[src/rtl/core/jaam_pkg.sv]
`timescale 1ns / 1ps
// ----------------------------------------------------------------------------
// jaam_pkg
// Shared types and constants for the joystick axis auto-calibration mapper.
// ----------------------------------------------------------------------------
package jaam_pkg;

  // Full-scale magnitude of a mapped axis value
  localparam int FULL_SCALE = 32760;

  // Quotient bits produced by the lane divider (quotient never exceeds FULL_SCALE)
  localparam int QUO_BITS = 15;

  // Width of a mapped axis value on the output
  localparam int AXIS_W = 16;

  // Reset rest position of both axes
  localparam int CENTER_RESET = 2048;

  // Configuration register indexes
  localparam int CFG_IDX_W = 2;
  localparam logic [CFG_IDX_W-1:0] CFG_X_CENTER = 2'd0;
  localparam logic [CFG_IDX_W-1:0] CFG_Y_CENTER = 2'd1;
  localparam logic [CFG_IDX_W-1:0] CFG_INVERT_X = 2'd2;
  localparam logic [CFG_IDX_W-1:0] CFG_INVERT_Y = 2'd3;

  typedef enum logic [1:0] {
    LANE_IDLE,
    LANE_PREP,
    LANE_DIV,
    LANE_FIN
  } lane_state_t;

  typedef enum logic [1:0] {
    CTL_IDLE,
    CTL_BUSY,
    CTL_PEND
  } ctl_state_t;

  // Status a lane reports to the controller and the merging stage
  typedef struct packed {
    logic done;   // mapped value written this cycle
    logic moved;  // the last sample widened a bound
  } lane_stat_t;

endpackage

[src/rtl/core/jaam_lane.sv]
`timescale 1ns / 1ps
// ----------------------------------------------------------------------------
// jaam_lane
// One axis: bound tracking, piecewise scaling and a bit-per-cycle divider.
// ----------------------------------------------------------------------------
module jaam_lane #(
  parameter int ADC_BITS = 12
) (
  input  logic                                  clk,
  input  logic                                  rst,
  input  logic                                  start,
  input  logic [ADC_BITS-1:0]                   sample,
  input  logic [ADC_BITS-1:0]                   center,
  input  logic                                  invert,
  output logic signed [jaam_pkg::AXIS_W-1:0]    axis,
  output logic [ADC_BITS-1:0]                   lo,
  output logic [ADC_BITS-1:0]                   hi,
  output jaam_pkg::lane_stat_t                  stat
);

  localparam int NUM_W = ADC_BITS + jaam_pkg::QUO_BITS;
  localparam int CNT_W = $clog2(jaam_pkg::QUO_BITS);
  localparam int MAP_W = jaam_pkg::QUO_BITS + 2;

  jaam_pkg::lane_state_t state, state_next;

  logic                          prep_en;
  logic                          step_en;
  logic                          fin_en;

  logic [ADC_BITS-1:0]           sample_r;
  logic                          moved;
  logic                          below;
  logic                          den_zero;
  logic [NUM_W-1:0]              rem;
  logic [NUM_W-1:0]              dvs;
  logic [jaam_pkg::QUO_BITS-1:0] quo;
  logic [CNT_W-1:0]              cnt;

  logic [ADC_BITS-1:0]           lo_next;
  logic [ADC_BITS-1:0]           hi_next;
  logic                          below_calc;
  logic [ADC_BITS-1:0]           diff;
  logic [ADC_BITS-1:0]           den_calc;
  logic [NUM_W-1:0]              num_calc;
  logic                          geq;
  logic signed [MAP_W-1:0]       mapped;
  logic signed [MAP_W-1:0]       result;

  // Next state
  always_comb begin
    state_next = state;
    case (state)
      jaam_pkg::LANE_IDLE: if (start) state_next = jaam_pkg::LANE_PREP;
      jaam_pkg::LANE_PREP: state_next = jaam_pkg::LANE_DIV;
      jaam_pkg::LANE_DIV:  if (cnt == '0) state_next = jaam_pkg::LANE_FIN;
      jaam_pkg::LANE_FIN:  state_next = jaam_pkg::LANE_IDLE;
      default:             state_next = jaam_pkg::LANE_IDLE;
    endcase
  end

  // Outputs of the sequencer
  always_comb begin
    prep_en    = (state == jaam_pkg::LANE_PREP);
    step_en    = (state == jaam_pkg::LANE_DIV);
    fin_en     = (state == jaam_pkg::LANE_FIN);
    stat.done  = fin_en;
    stat.moved = moved;
  end

  always_ff @(posedge clk) begin
    if (rst) begin
      state <= jaam_pkg::LANE_IDLE;
    end else begin
      state <= state_next;
    end
  end

  // Widen bounds with the incoming sample
  always_comb begin
    lo_next = (sample < lo) ? sample : lo;
    hi_next = (sample > hi) ? sample : hi;
  end

  // Operands of the scaling division
  always_comb begin
    below_calc = (sample_r < center);
    diff       = below_calc ? (sample_r - lo) : (sample_r - center);
    den_calc   = below_calc ? (center - lo) : (hi - center);
    num_calc   = NUM_W'(diff) * NUM_W'(jaam_pkg::FULL_SCALE);
    geq        = (rem >= dvs);
  end

  // Offset the lower half, zero on an empty upper range, then invert
  always_comb begin
    if (below) begin
      mapped = $signed({2'b00, quo}) - $signed(MAP_W'(jaam_pkg::FULL_SCALE));
    end else if (den_zero) begin
      mapped = '0;
    end else begin
      mapped = $signed({2'b00, quo});
    end
    result = invert ? -mapped : mapped;
  end

  always_ff @(posedge clk) begin
    if (rst) begin
      lo <= '0;
      hi <= '0;
    end else if (start && (state == jaam_pkg::LANE_IDLE)) begin
      lo <= lo_next;
      hi <= hi_next;
    end
  end

  always_ff @(posedge clk) begin
    if (start && (state == jaam_pkg::LANE_IDLE)) begin
      sample_r <= sample;
      moved    <= (sample < lo) || (sample > hi);
    end
    if (prep_en) begin
      below    <= below_calc;
      den_zero <= (den_calc == '0);
      rem      <= num_calc;
      dvs      <= NUM_W'(den_calc) << (jaam_pkg::QUO_BITS - 1);
      quo      <= '0;
      cnt      <= CNT_W'(jaam_pkg::QUO_BITS - 1);
    end
    if (step_en) begin
      if (geq) rem <= rem - dvs;
      dvs <= dvs >> 1;
      quo <= {quo[jaam_pkg::QUO_BITS-2:0], geq};
      cnt <= cnt - 1'b1;
    end
    if (fin_en) begin
      axis <= result[jaam_pkg::AXIS_W-1:0];
    end
  end

endmodule

[src/rtl/core/jaam_merge.sv]
`timescale 1ns / 1ps
// ----------------------------------------------------------------------------
// jaam_merge
// Combine both lanes into one result and hold it in the output register.
// ----------------------------------------------------------------------------
module jaam_merge #(
  parameter int ADC_BITS = 12,
  parameter int OUT_W    = 88
) (
  input  logic                                 clk,
  input  logic                                 rst,
  input  logic                                 load,
  input  logic signed [jaam_pkg::AXIS_W-1:0]   x_axis,
  input  logic signed [jaam_pkg::AXIS_W-1:0]   y_axis,
  input  logic [ADC_BITS-1:0]                  x_lo,
  input  logic [ADC_BITS-1:0]                  x_hi,
  input  logic [ADC_BITS-1:0]                  y_lo,
  input  logic [ADC_BITS-1:0]                  y_hi,
  input  jaam_pkg::lane_stat_t                 x_stat,
  input  jaam_pkg::lane_stat_t                 y_stat,
  input  logic                                 m_tready,
  output logic                                 m_tvalid,
  output logic [OUT_W-1:0]                     m_tdata
);

  logic signed [jaam_pkg::AXIS_W-1:0] last_x;
  logic signed [jaam_pkg::AXIS_W-1:0] last_y;
  logic                               axes_changed;
  logic                               bounds_changed;

  always_comb begin
    axes_changed   = (x_axis != last_x) || (y_axis != last_y);
    bounds_changed = x_stat.moved || y_stat.moved;
  end

  always_ff @(posedge clk) begin
    if (rst) begin
      m_tvalid <= 1'b0;
      last_x   <= '0;
      last_y   <= '0;
    end else if (load) begin
      m_tvalid <= 1'b1;
      last_x   <= x_axis;
      last_y   <= y_axis;
    end else if (m_tready) begin
      m_tvalid <= 1'b0;
    end
  end

  always_ff @(posedge clk) begin
    if (load) begin
      m_tdata <= OUT_W'({bounds_changed, y_hi, y_lo, x_hi, x_lo,
                         axes_changed, y_axis, x_axis});
    end
  end

endmodule

[src/rtl/core/joystick_axis_autocal_mapper_unit.sv]
`timescale 1ns / 1ps
// ----------------------------------------------------------------------------
// joystick_axis_autocal_mapper_unit
// Two-axis joystick mapper with self-widening calibration bounds.
// ----------------------------------------------------------------------------
// Each input transaction carries one raw ADC sample per axis. The block widens
// the tracked low/high bounds of each axis, then scales the sample about the
// configured centre onto -32760..-1 below it and 0..32760 from it upwards,
// rounding down (an empty upper range maps to 0), and negates the
// value if the axis invert bit is set. The x and y axes run in two identical
// lanes side by side; a merging stage compares the pair against the previous
// result, collects the bounds and loads the output register. One item is
// worked on at a time: the input transaction is followed by the operand
// setup, the 15 steps of the restoring divider in each lane (one quotient
// bit per cycle), the final offset/invert and the output load, which waits
// while the output register holds an untaken result. s_tready rises again
// together with the result, even if that result has not yet been taken, so
// the next sample overlaps the wait for the consumer. Configuration writes
// take effect at once and should be made only while no item is in flight.
// ----------------------------------------------------------------------------
module joystick_axis_autocal_mapper_unit #(
  parameter int ADC_BITS = 12
) (
  input  logic                                clk,
  input  logic                                rst,
  // Configuration write port
  input  logic                                cfg_we,
  input  logic [jaam_pkg::CFG_IDX_W-1:0]      cfg_index,
  input  logic [ADC_BITS-1:0]                 cfg_data,
  // Sample stream in
  input  logic                                s_tvalid,
  output logic                                s_tready,
  // tdata from bit 0: x_sample, y_sample, zero padding
  input  logic [((2*ADC_BITS+7)/8)*8-1:0]     s_tdata,
  // Result stream out
  output logic                                m_tvalid,
  input  logic                                m_tready,
  // tdata from bit 0: x_axis, y_axis, axes_changed, x_min_seen, x_max_seen,
  // y_min_seen, y_max_seen, bounds_changed, zero padding
  output logic [((4*ADC_BITS+2*jaam_pkg::AXIS_W+2+7)/8)*8-1:0] m_tdata
);

  localparam int OUT_W = ((4*ADC_BITS + 2*jaam_pkg::AXIS_W + 2 + 7) / 8) * 8;

  // Configuration registers
  logic [ADC_BITS-1:0] x_center;
  logic [ADC_BITS-1:0] y_center;
  logic                invert_x;
  logic                invert_y;

  jaam_pkg::ctl_state_t state, state_next;

  logic                               start;
  logic                               load;
  logic                               lanes_done;

  logic signed [jaam_pkg::AXIS_W-1:0] x_axis;
  logic signed [jaam_pkg::AXIS_W-1:0] y_axis;
  logic [ADC_BITS-1:0]                x_lo;
  logic [ADC_BITS-1:0]                x_hi;
  logic [ADC_BITS-1:0]                y_lo;
  logic [ADC_BITS-1:0]                y_hi;
  jaam_pkg::lane_stat_t               x_stat;
  jaam_pkg::lane_stat_t               y_stat;

  // Register writes: decode the index, keep the low bits of the data
  always_ff @(posedge clk) begin
    if (rst) begin
      x_center <= ADC_BITS'(jaam_pkg::CENTER_RESET);
      y_center <= ADC_BITS'(jaam_pkg::CENTER_RESET);
      invert_x <= 1'b1;
      invert_y <= 1'b1;
    end else if (cfg_we) begin
      case (cfg_index)
        jaam_pkg::CFG_X_CENTER: x_center <= cfg_data;
        jaam_pkg::CFG_Y_CENTER: y_center <= cfg_data;
        jaam_pkg::CFG_INVERT_X: invert_x <= cfg_data[0];
        jaam_pkg::CFG_INVERT_Y: invert_y <= cfg_data[0];
        default: ;
      endcase
    end
  end

  assign lanes_done = x_stat.done && y_stat.done;

  // Controller: idle, lanes busy, result pending for the output register
  always_comb begin
    state_next = state;
    case (state)
      jaam_pkg::CTL_IDLE: if (s_tvalid) state_next = jaam_pkg::CTL_BUSY;
      jaam_pkg::CTL_BUSY: if (lanes_done) state_next = jaam_pkg::CTL_PEND;
      jaam_pkg::CTL_PEND: if (!m_tvalid || m_tready) state_next = jaam_pkg::CTL_IDLE;
      default:            state_next = jaam_pkg::CTL_IDLE;
    endcase
  end

  always_comb begin
    s_tready = (state == jaam_pkg::CTL_IDLE);
    start    = s_tready && s_tvalid;
    // load only once the output register is free or being emptied
    load     = (state == jaam_pkg::CTL_PEND) && (!m_tvalid || m_tready);
  end

  always_ff @(posedge clk) begin
    if (rst) begin
      state <= jaam_pkg::CTL_IDLE;
    end else begin
      state <= state_next;
    end
  end

  jaam_lane #(.ADC_BITS(ADC_BITS)) u_lane_x (
    .clk    (clk),
    .rst    (rst),
    .start  (start),
    .sample (s_tdata[ADC_BITS-1:0]),
    .center (x_center),
    .invert (invert_x),
    .axis   (x_axis),
    .lo     (x_lo),
    .hi     (x_hi),
    .stat   (x_stat)
  );

  jaam_lane #(.ADC_BITS(ADC_BITS)) u_lane_y (
    .clk    (clk),
    .rst    (rst),
    .start  (start),
    .sample (s_tdata[2*ADC_BITS-1:ADC_BITS]),
    .center (y_center),
    .invert (invert_y),
    .axis   (y_axis),
    .lo     (y_lo),
    .hi     (y_hi),
    .stat   (y_stat)
  );

  jaam_merge #(.ADC_BITS(ADC_BITS), .OUT_W(OUT_W)) u_merge (
    .clk      (clk),
    .rst      (rst),
    .load     (load),
    .x_axis   (x_axis),
    .y_axis   (y_axis),
    .x_lo     (x_lo),
    .x_hi     (x_hi),
    .y_lo     (y_lo),
    .y_hi     (y_hi),
    .x_stat   (x_stat),
    .y_stat   (y_stat),
    .m_tready (m_tready),
    .m_tvalid (m_tvalid),
    .m_tdata  (m_tdata)
  );

endmodule

[config.mk]
export PLATFORM = sky130hd
export DESIGN_NAME = joystick_axis_autocal_mapper_unit
export DESIGN_NICKNAME = d
export VERILOG_FILES = /design/src/rtl/core/jaam_pkg.sv /design/src/rtl/core/jaam_lane.sv /design/src/rtl/core/jaam_merge.sv /design/src/rtl/core/joystick_axis_autocal_mapper_unit.sv
export SDC_FILE = /design/constraint.sdc
export NUM_CORES = 1
export LEC_CHECK = 0
export BUFFER_PORTS_ARGS = -buffer_cell sky130_fd_sc_hd__buf_4
export CORE_ASPECT_RATIO = 0.6
export CORE_MARGIN = 3
export CORE_UTILIZATION = 30
export DETAILED_ROUTE_END_ITERATION = 7
export PLACE_DENSITY = 0.46
export SYNTH_ARGS = -nofsm -noshare
export SYNTH_HDL_FRONTEND = slang
export SYNTH_SLANG_ARGS = --single-unit
[constraint.sdc]
create_clock -name clk -period 15.1 [get_ports clk]
set_input_delay 0.755 -clock clk [delete_from_list [all_inputs] [get_ports clk]]
set_output_delay 0.755 -clock clk [all_outputs]
set_load 0.05 [all_outputs]
==> results.ini, run 1 <==
[status]
outcome=complete, no violations

[place]
rd_place_congestion=0.868
place.port_buffers=126
hpwlAfterDp_mm=69.0

[logic_synthesis]
ys_dominant_reg_cell=sky130_fd_sc_hd__edfxtp_1
ys_seq_area_frac=0.342
netlist_instances=3170
ys_seq_elements=401
ys_warn_count=0
synth-edff-count=234
share_of_flip_flops_with_an_asynchronous_set_or_reset_after_synthesis=0
post_synth.cell_area_avg_um2=9.56
number_of_distinct_standard_cells_referenced_by_the_synthesized_netlist=75
post_synth_design_cell_area_mm2=0.0303

[worst_hold_path]
min_path_type=input pin to register

[timing]
timing_max_transition_violations_final=0
timing.max_slew.rel_slack=0.326
worst_clk_skew_ns=0.0297
final_layout_setup_total_negative_slack_ns=0
worstMarginPinSlew_ns=1.01
max_clock_freq_mhz=118
report.final.hold_viol_count=0
rsz0062_at_grt=no
timing.final.setup_violations=0
period_needed_ns=8.48
period_share=0.562

[route]
drt-vias-per-instance=4.80
dr_total_vias=22200
routed_wirelength_mm=86.9
drt_iter0_markers=1716
post-route-drc-count=0
wl_per_cell_um=18.8
detail_route.first_pass.iterations=5
ant_nets=0

[floorplan]
std_cell_rows=89
io-pin-count=133
die_width_um=416
initial_core_util=0.305
die_area_mm2=0.105
coreArea_mm2=0.0992
dieHeight_um=252

[global_route]
grt_max_degree=77
gr-total-overflow=0
grt_antenna_before_repair=2
grt_first_pass_wirelength_mm=133
overall_routing_resource_usage=0.164
first_global_vias=21100

[clock_network]
worstSkewPairLatency_ns=0.60
cts-resized-gates=0
postCtsSetupRepairBufs=0
clockBufferDepth=3
path_clk_slew_ns=0.07
cts_tree=built
clock_sinks=401
clockRootBuffer=sky130_fd_sc_hd__clkbuf_16
htree_levels=2
cts_made_buffers=44
cts_hold_repair_buffers=0

[final_layout]
mostFrequentLayoutCell=sky130_fd_sc_hd__inv_1
synth_to_final_area_change_pct=13.1
drive_above_1_share=0.0846
fillCellCount=10200
commonest_cells_after_routing_fill_and_taps_aside=sky130_fd_sc_hd__inv_1 (396), sky130_fd_sc_hd__ha_1 (310), sky130_fd_sc_hd__nand2_1 (262)
fin_nets=3779
diodes_inserted=0

[critical_path]
critical-path-top-delay-family=adder cells
critical_path.max_fanout=38
arrival_ns=8.97
slowest_delay_ns=0.81
startpoint_type=register
critical_path_required_ns=15.58
critical_path_s_most_frequent_cell=sky130_fd_sc_hd__inv_1
worstPathBufferInverterCount=8
cp_slowest_cell=sky130_fd_sc_hd__mux2i_1
end_kind=register
critical_path_class=register to register

[run]
timing.max_cap.violations=0

-- per-layer routing --
metal | wire [µm] | vias up | GRT usage
li1 | - | 11200 | -
met5 | 0 | - | 0
met2 | 30300 | 475 | 0.201
met1 | 51000 | 10500 | 0.283
met3 | 4520 | 63 | 0.0306
met4 | 1120 | 0 | 0.0262
-- metrics by stage --
stage                util  instance area, µm²  hold WS, ns  setup WS (ns)  cells
finish              0.346               34300        0.388           6.62   4629
detailed placement  0.330               32700        0.449           6.64   4547
floorplan               -               30300        0.429           7.36   3175
CTS                 0.346               34300        0.343           6.61   4629
global route        0.346               34300        0.348           6.01   4629
global placement    0.330               32700        0.452           6.75   4547
-- logic make-up (layout without fill, tap and decap cells) --
group / after synthesis / after routing / synth area share
flip-flops: 401 / 401 / 0.342
AO/OA/AOI/OAI: 649 / 649 / 0.133
other: 1 / 6 / 0.000124
XOR/XNOR: 219 / 219 / 0.0633
multiplexers: 128 / 128 / 0.0434
adder cells (fa/ha/maj): 462 / 462 / 0.227
AND/OR/NAND/NOR: 822 / 822 / 0.129
buffers and inverters: 488 / 623 / 0.0616
-- final timing paths --
path                        startpoint                   end  slack [ns]  depth (start not counted)
hold reg to reg        u_lane_y.hi[11]   u_merge.m_tdata[80]        0.47                          0
hold / removal             s_tdata[12]  u_lane_y.sample_r[0]        0.39                          1
setup reg to reg  u_lane_y.sample_r[0]      u_lane_y.rem[26]        6.62                         31
setup / recovery  u_lane_y.sample_r[0]      u_lane_y.rem[26]        6.62                         31
-- cell usage after synthesis (all sizes together) (26+ instances only) --
library cell / n / area [µm²]
a21o: 61 / 458
fa: 148 / 2960
inv: 397 / 1490
nand4: 31 / 200
dfxtp: 167 / 3340
buf: 31 / 153
a21oi: 229 / 1150
ha: 314 / 3930
mux2: 27 / 304
and2: 62 / 388
o21ai: 146 / 731
o211ai: 26 / 195
edfxtp: 234 / 7030
xnor2: 160 / 1400
nor2b: 39 / 244
nor2: 209 / 785
xor2: 59 / 517
clkbuf: 58 / 218
mux2i: 101 / 1010
nand3: 58 / 295
nor3: 40 / 200
nand2: 262 / 983
o21a: 29 / 218
-- state kept, by name, indices dropped and copies added (netlist names), 26 cells and up --
name             count
u_merge.m_tdata     82
u_lane_x.rem        27
u_lane_y.rem        27
u_lane_x.dvs        26
u_lane_y.dvs        26
-- layout make-up --
cell class / instances / area, µm² / area share
Multi-Input combinational cell: 2286 / 18100 / 0.529
Sequential cell: 401 / 10400 / 0.302
Tap cell: 1319 / 1650 / 0.0481
Inverter: 399 / 1500 / 0.0438
Clock buffer: 54 / 1150 / 0.0335
Timing Repair Buffer: 142 / 1070 / 0.0311
Clock inverter: 28 / 398 / 0.0116
-- worst register-to-register path: cells and delay by family, from the launching register on --
family,cells,cell delay (ns)
AND/OR/NAND/NOR,3,0.38
flip-flops,1,0.37
buffers and inverters,8,1.09
AO/OA/AOI/OAI,11,2.72
multiplexers,1,0.82
adder cells (fa/ha/maj),8,2.99
Power of run 1 is not shown: default switching activity piles up to over one toggle a cycle in this logic, so the estimate is an artifact.
==> run 2, diff against run 1 <==
clock period = 8.2 ns   (was 15.1 ns; I/O delays follow)
==> results.ini, run 2 (same netlist as run 1, synthesis figures left out) <==
[critical_path]
slowest_delay_ns=0.59  ; was 0.81 ns
end_kind=register  ; unchanged
critical_path.max_fanout=6  ; was 38
arrival_ns=8.28  ; was 8.97 ns
startpoint_type=register  ; unchanged
cp_slowest_cell=sky130_fd_sc_hd__fa_2  ; was sky130_fd_sc_hd__mux2i_1
critical_path_s_most_frequent_cell=sky130_fd_sc_hd__inv_1  ; unchanged
critical_path_required_ns=8.73  ; was 15.58 ns
critical_path_class=register to register  ; unchanged

[route]
drt-vias-per-instance=4.81  ; was 4.80
detail_route.first_pass.iterations=5  ; unchanged
dr_total_vias=22500  ; was 22,200
post-route-drc-count=0  ; unchanged
wl_per_cell_um=18.8  ; about the same
ant_nets=0  ; unchanged
drt_iter0_markers=1660  ; was 1,716
routed_wirelength_mm=87.8  ; was 86.9 mm

[clock_network]
cts_made_buffers=46  ; was 44
path_clk_slew_ns=0.07  ; about the same
htree_levels=2  ; unchanged
clock_sinks=401  ; unchanged
clockRootBuffer=sky130_fd_sc_hd__clkbuf_16  ; unchanged
worstSkewPairLatency_ns=0.61  ; was 0.60 ns
cts_tree=built  ; unchanged
clockBufferDepth=3  ; unchanged

[final_layout]
regMostFlops=u_merge.m_tdata  ; unchanged
synth_to_final_area_change_pct=15.0  ; was 13.1%
largest_register_ffs=82  ; unchanged
mostFrequentLayoutCell=sky130_fd_sc_hd__inv_1  ; unchanged
post-route-util=0.351  ; was 0.346
largestRegisters=u_merge.m_tdata x82, u_lane_x.rem x27, u_lane_y.rem x27  ; unchanged
commonest_cells_after_routing_fill_and_taps_aside=sky130_fd_sc_hd__inv_1 (396), sky130_fd_sc_hd__ha_1 (310), sky130_fd_sc_hd__nand2_1 (261)  ; was sky130_fd_sc_hd__inv_1 (396), sky130_fd_sc_hd__ha_1 (310), sky130_fd_sc_hd__nand2_1 (262)
drive_above_1_share=0.100  ; was 0.0846
fin_nets=3815  ; was 3,779

[timing]
timing_max_transition_violations_final=0  ; unchanged
report.final.hold_viol_count=0  ; unchanged
worst_clk_skew_ns=0.0276  ; was 0.0297 ns
timing.max_slew.rel_slack=0.227  ; was 0.326
timing.final.setup_violations=0  ; unchanged
worstMarginPinSlew_ns=1.16  ; was 1.01 ns
final.setup.worst_slack_ns=0.454  ; was 6.62 ns
period_needed_ns=7.75  ; was 8.48 ns
max_clock_freq_mhz=129  ; was 118 MHz
period_share=0.945  ; was 0.562

[floorplan]
std_cell_rows=89  ; unchanged
coreArea_mm2=0.0992  ; unchanged
dieHeight_um=252  ; unchanged
die_width_um=416  ; unchanged
initial_core_util=0.305  ; unchanged
io-pin-count=133  ; unchanged
die_area_mm2=0.105  ; unchanged

[global_route]
grt_max_degree=79  ; was 77
gr-total-overflow=0  ; unchanged
grt_first_pass_wirelength_mm=134  ; was 133 mm
first_global_vias=21200  ; was 21,100
overall_routing_resource_usage=0.165  ; was 0.164
grt_antenna_before_repair=4  ; was 2

[status]
outcome=complete, no violations  ; unchanged

[run]
timing.max_cap.violations=0  ; unchanged

[place]
hpwlAfterDp_mm=69.2  ; was 69.0 mm
rd_place_congestion=0.883  ; was 0.868
place.port_buffers=126  ; unchanged
detailedPlace.worstSlack_ns=0.170  ; was 6.64 ns

[worst_hold_path]
min_path_type=input pin to register  ; unchanged

[run 2: cell types whose count changed in the layout (fill, tap and decap cells not counted), sizes merged, moves of 2 or more]
| cell | previous run | this run |
|---|---|---|
| bufinv | 8 | 10 |
| inv | 398 | 403 |
| dlygate4sd3 | 0 | 10 |
| diode | 0 | 3 |
| buf | 142 | 165 |
| clkinvlp | 4 | 1 |
[run 2: worst paths after layout]
kind                        start                    to  slack [ns]  depth (start not counted)
max reg2reg  u_lane_x.sample_r[0]      u_lane_x.rem[25]        0.45                         31
max          u_lane_x.sample_r[0]      u_lane_x.rem[25]        0.45                         31
min reg2reg        u_lane_x.lo[3]   u_merge.m_tdata[36]        0.45                          0
min                   s_tdata[12]  u_lane_y.sample_r[0]        0.05                          1
[run 2: per-layer routing]
layer / vias up / GRT usage / share of wire
met3: 64 / 0.0374 / 0.064
met4: 0 / 0.0248 / 0.011
li1: 11200 / - / -
met5: - / 0 / 0
met1: 10600 / 0.282 / 0.57
met2: 504 / 0.203 / 0.35
[run 2: final cells by class]
class	instances	area (µm²)
clock buffers	54	1230
inverters	399	1500
diodes	3	7.51
repair buffers	175	1360
fillers	10100	64400
well taps	1319	1650
clock inverters	32	475
flip-flops and latches	401	10400
multi-input cells	2287	18300
[run 2: critical path, delay by kind of cell, from the launching register on]
| kind | cells | cell delay, ns |
|---|---|---|
| compound gates | 13 | 2.17 |
| xor+xnor | 1 | 0.12 |
| fa+ha+maj | 8 | 3.62 |
| buf+inv | 7 | 0.58 |
| flops | 1 | 0.36 |
| mux | 1 | 0.34 |
| simple gates | 1 | 0.47 |
[run 2: per-stage QoR]
step	cell area (µm²)	hold slack, ns	setup TNS [ns]	std cells
floorplan	30300	0.429	0	3175
finish	34900	0.0471	0	4670
global placement	32900	0.439	0	4564
detailed placement	32900	0.446	0	4564
global route	34800	0.0138	-0.0144	4668
CTS	34700	0.00662	0	4660
[run 2: what timing repair did]
item / 4_1_cts / 5_1_grt
hold buffers: 10 / 0
resized for setup: 0 / 32
endpoints found under the setup margin: 0 / 12
endpoints found under the hold margin: 11 / 0
buffers inserted: 0 / 6
Power of run 2 is left out for the same reason.
==> run 3, diff against run 2 <==
==> constraint.sdc (replaced) <==
create_clock -name clk -period 8.2 [get_ports clk]
set_input_delay 1.64 -clock clk [delete_from_list [all_inputs] [get_ports clk]]
set_output_delay 1.64 -clock clk [all_outputs]
set_load 0.05 [all_outputs]
==> results.ini, run 3 (same netlist as run 1, synthesis figures left out) <==
[global_route]
first_global_vias=21300  ; was 21,200
global_route.peak_usage_layer=met1  ; unchanged
groute.layer.met1.usage=0.279  ; was 0.282
use_met3=0.0365  ; was 0.0374
grt_first_pass_wirelength_mm=134  ; about the same
use_met2=0.205  ; was 0.203
overall_routing_resource_usage=0.165  ; about the same
grt_max_degree=76  ; was 79
gr-total-overflow=0  ; unchanged
grt_antenna_before_repair=3  ; was 4

[floorplan]
std_cell_rows=89  ; unchanged
dieHeight_um=252  ; unchanged
io-pin-count=133  ; unchanged
coreArea_mm2=0.0992  ; unchanged
die_width_um=416  ; unchanged
initial_core_util=0.305  ; unchanged
die_area_mm2=0.105  ; unchanged

[worst_hold_path]
count_of_cells_along_the_worst_hold_path=0  ; was 1
min_path_type=register to register  ; was input pin to register

[final_layout]
largest_register_ffs=82  ; unchanged
layout.cells.non_filler=4653  ; was 4,670
largestRegisters=u_merge.m_tdata x82, u_lane_x.rem x27, u_lane_y.rem x27  ; unchanged
synth_to_final_area_change_pct=13.9  ; was 15.0%
mostFrequentLayoutCell=sky130_fd_sc_hd__inv_1  ; unchanged
commonest_cells_after_routing_fill_and_taps_aside=sky130_fd_sc_hd__inv_1 (396), sky130_fd_sc_hd__ha_1 (309), sky130_fd_sc_hd__nand2_1 (261)  ; was sky130_fd_sc_hd__inv_1 (396), sky130_fd_sc_hd__ha_1 (310), sky130_fd_sc_hd__nand2_1 (261)
drive_above_1_share=0.0972  ; was 0.100
regMostFlops=u_merge.m_tdata  ; unchanged
finish.instance_area_mm2=0.0345  ; was 0.0349 mm²
fin_nets=3800  ; was 3,815

[critical_path]
arrival_ns=8.23  ; was 8.28 ns
critical_path_s_most_frequent_cell=sky130_fd_sc_hd__fa_1  ; was sky130_fd_sc_hd__inv_1
critical_path.max_fanout=13  ; was 6
cp_slowest_cell=sky130_fd_sc_hd__fa_1  ; was sky130_fd_sc_hd__fa_2
startpoint_type=register  ; unchanged
critical_path_class=register to register  ; unchanged
slowest_delay_ns=0.63  ; was 0.59 ns
end_kind=register  ; unchanged
rr_worst_depth=29  ; was 31
critical_path_required_ns=8.67  ; was 8.73 ns

[clock_network]
cts_tree=built  ; unchanged
cts_made_buffers=46  ; unchanged
clockRootBuffer=sky130_fd_sc_hd__clkbuf_16  ; unchanged
cts_hold_repair_buffers=0  ; was 10
clockBufferDepth=3  ; unchanged
path_clk_slew_ns=0.06  ; was 0.07 ns
clock_sinks=401  ; unchanged
htree_levels=2  ; unchanged
worstSkewPairLatency_ns=0.60  ; was 0.61 ns

[route]
post-route-drc-count=0  ; unchanged
drt-vias-per-instance=4.81  ; about the same
drt_iter0_markers=1388  ; was 1,660
dr_total_vias=22400  ; was 22,500
wl_per_cell_um=18.8  ; about the same
routed_wirelength_mm=87.5  ; was 87.8 mm
ant_nets=0  ; unchanged
detail_route.first_pass.iterations=5  ; unchanged

[timing]
timing.max_slew.rel_slack=0.250  ; was 0.227
worst_clk_skew_ns=0.0176  ; was 0.0276 ns
final.setup.worst_slack_ns=0.439  ; was 0.454 ns
report.final.hold_viol_count=0  ; unchanged
final_layout_setup_total_negative_slack_ns=0  ; unchanged
max_clock_freq_mhz=129  ; about the same
period_needed_ns=7.76  ; was 7.75 ns
timing_max_transition_violations_final=0  ; unchanged
timing.final.setup_violations=0  ; unchanged
worstMarginPinSlew_ns=1.13  ; was 1.16 ns
period_share=0.946  ; was 0.945

[status]
outcome=complete, no violations  ; unchanged

[place]
detailedPlace.worstSlack_ns=0.132  ; was 0.170 ns
rd_place_congestion=0.882  ; was 0.883
cell_count_post_placement=4563  ; was 4,564
postPlaceCellArea_mm2=0.0329  ; about the same
place.port_buffers=126  ; unchanged
hpwlAfterDp_mm=69.4  ; was 69.2 mm

[run]
timing.max_cap.violations=0  ; unchanged

==> run 3: cell count changes in the layout (fill, tap and decap cells not counted), sizes merged <==
cell	previous run	this run
clkinv	17	16
clkbuf	54	57
diode	3	1
dlygate4sd3	10	0
clkinvlp	1	7
bufinv	10	2
buf	165	160
==> run 3: metrics by stage <==
step,util,hold WS (ns)
after floorplan,-,0.429
after global placement,0.331,0.441
after detailed placement,0.331,0.447
after CTS,0.347,0.461
after global routing,0.348,0.475
final,0.348,0.460
==> run 3: area by class of cell <==
class                   count  area (µm²)
inverters                 399        1500
multi-input cells        2287       18200
well taps                1319        1650
clock buffers              57        1300
repair buffers            160        1200
flip-flops and latches    401       10400
fillers                 10200       64700
clock inverters            29         258
diodes                      1        2.50
==> run 3: critical path: cells and delay by family (launching register included) <==
family / cells / cell delay [ns]
xor+xnor: 1 / 0.10
mux: 1 / 0.46
flops: 1 / 0.36
buf+inv: 6 / 0.67
fa+ha+maj: 8 / 3.51
simple gates: 3 / 0.58
compound gates: 10 / 1.90
==> run 3: path summary, 6_finish.rpt <==
check	from	slack [ns]	to
min reg2reg	u_lane_x.lo[3]	0.46	u_merge.m_tdata[36]
max	u_lane_x.sample_r[0]	0.44	u_lane_x.rem[24]
max reg2reg	u_lane_x.sample_r[0]	0.44	u_lane_x.rem[24]
min	u_lane_x.lo[3]	0.46	u_merge.m_tdata[36]
==> run 3: timing repair <==
action                                  4_1_cts  5_1_grt
endpoints found under the setup margin        0       10
gates resized for setup                       0       25
buffers inserted                              0        2
==> run 3: layer usage <==
layer	up-vias	routed length [µm]
li1	11200	-
met1	10600	50600
met2	486	30500
met3	66	5290
met4	2	1060
met5	-	7
Power of run 3 is left out for the same reason.
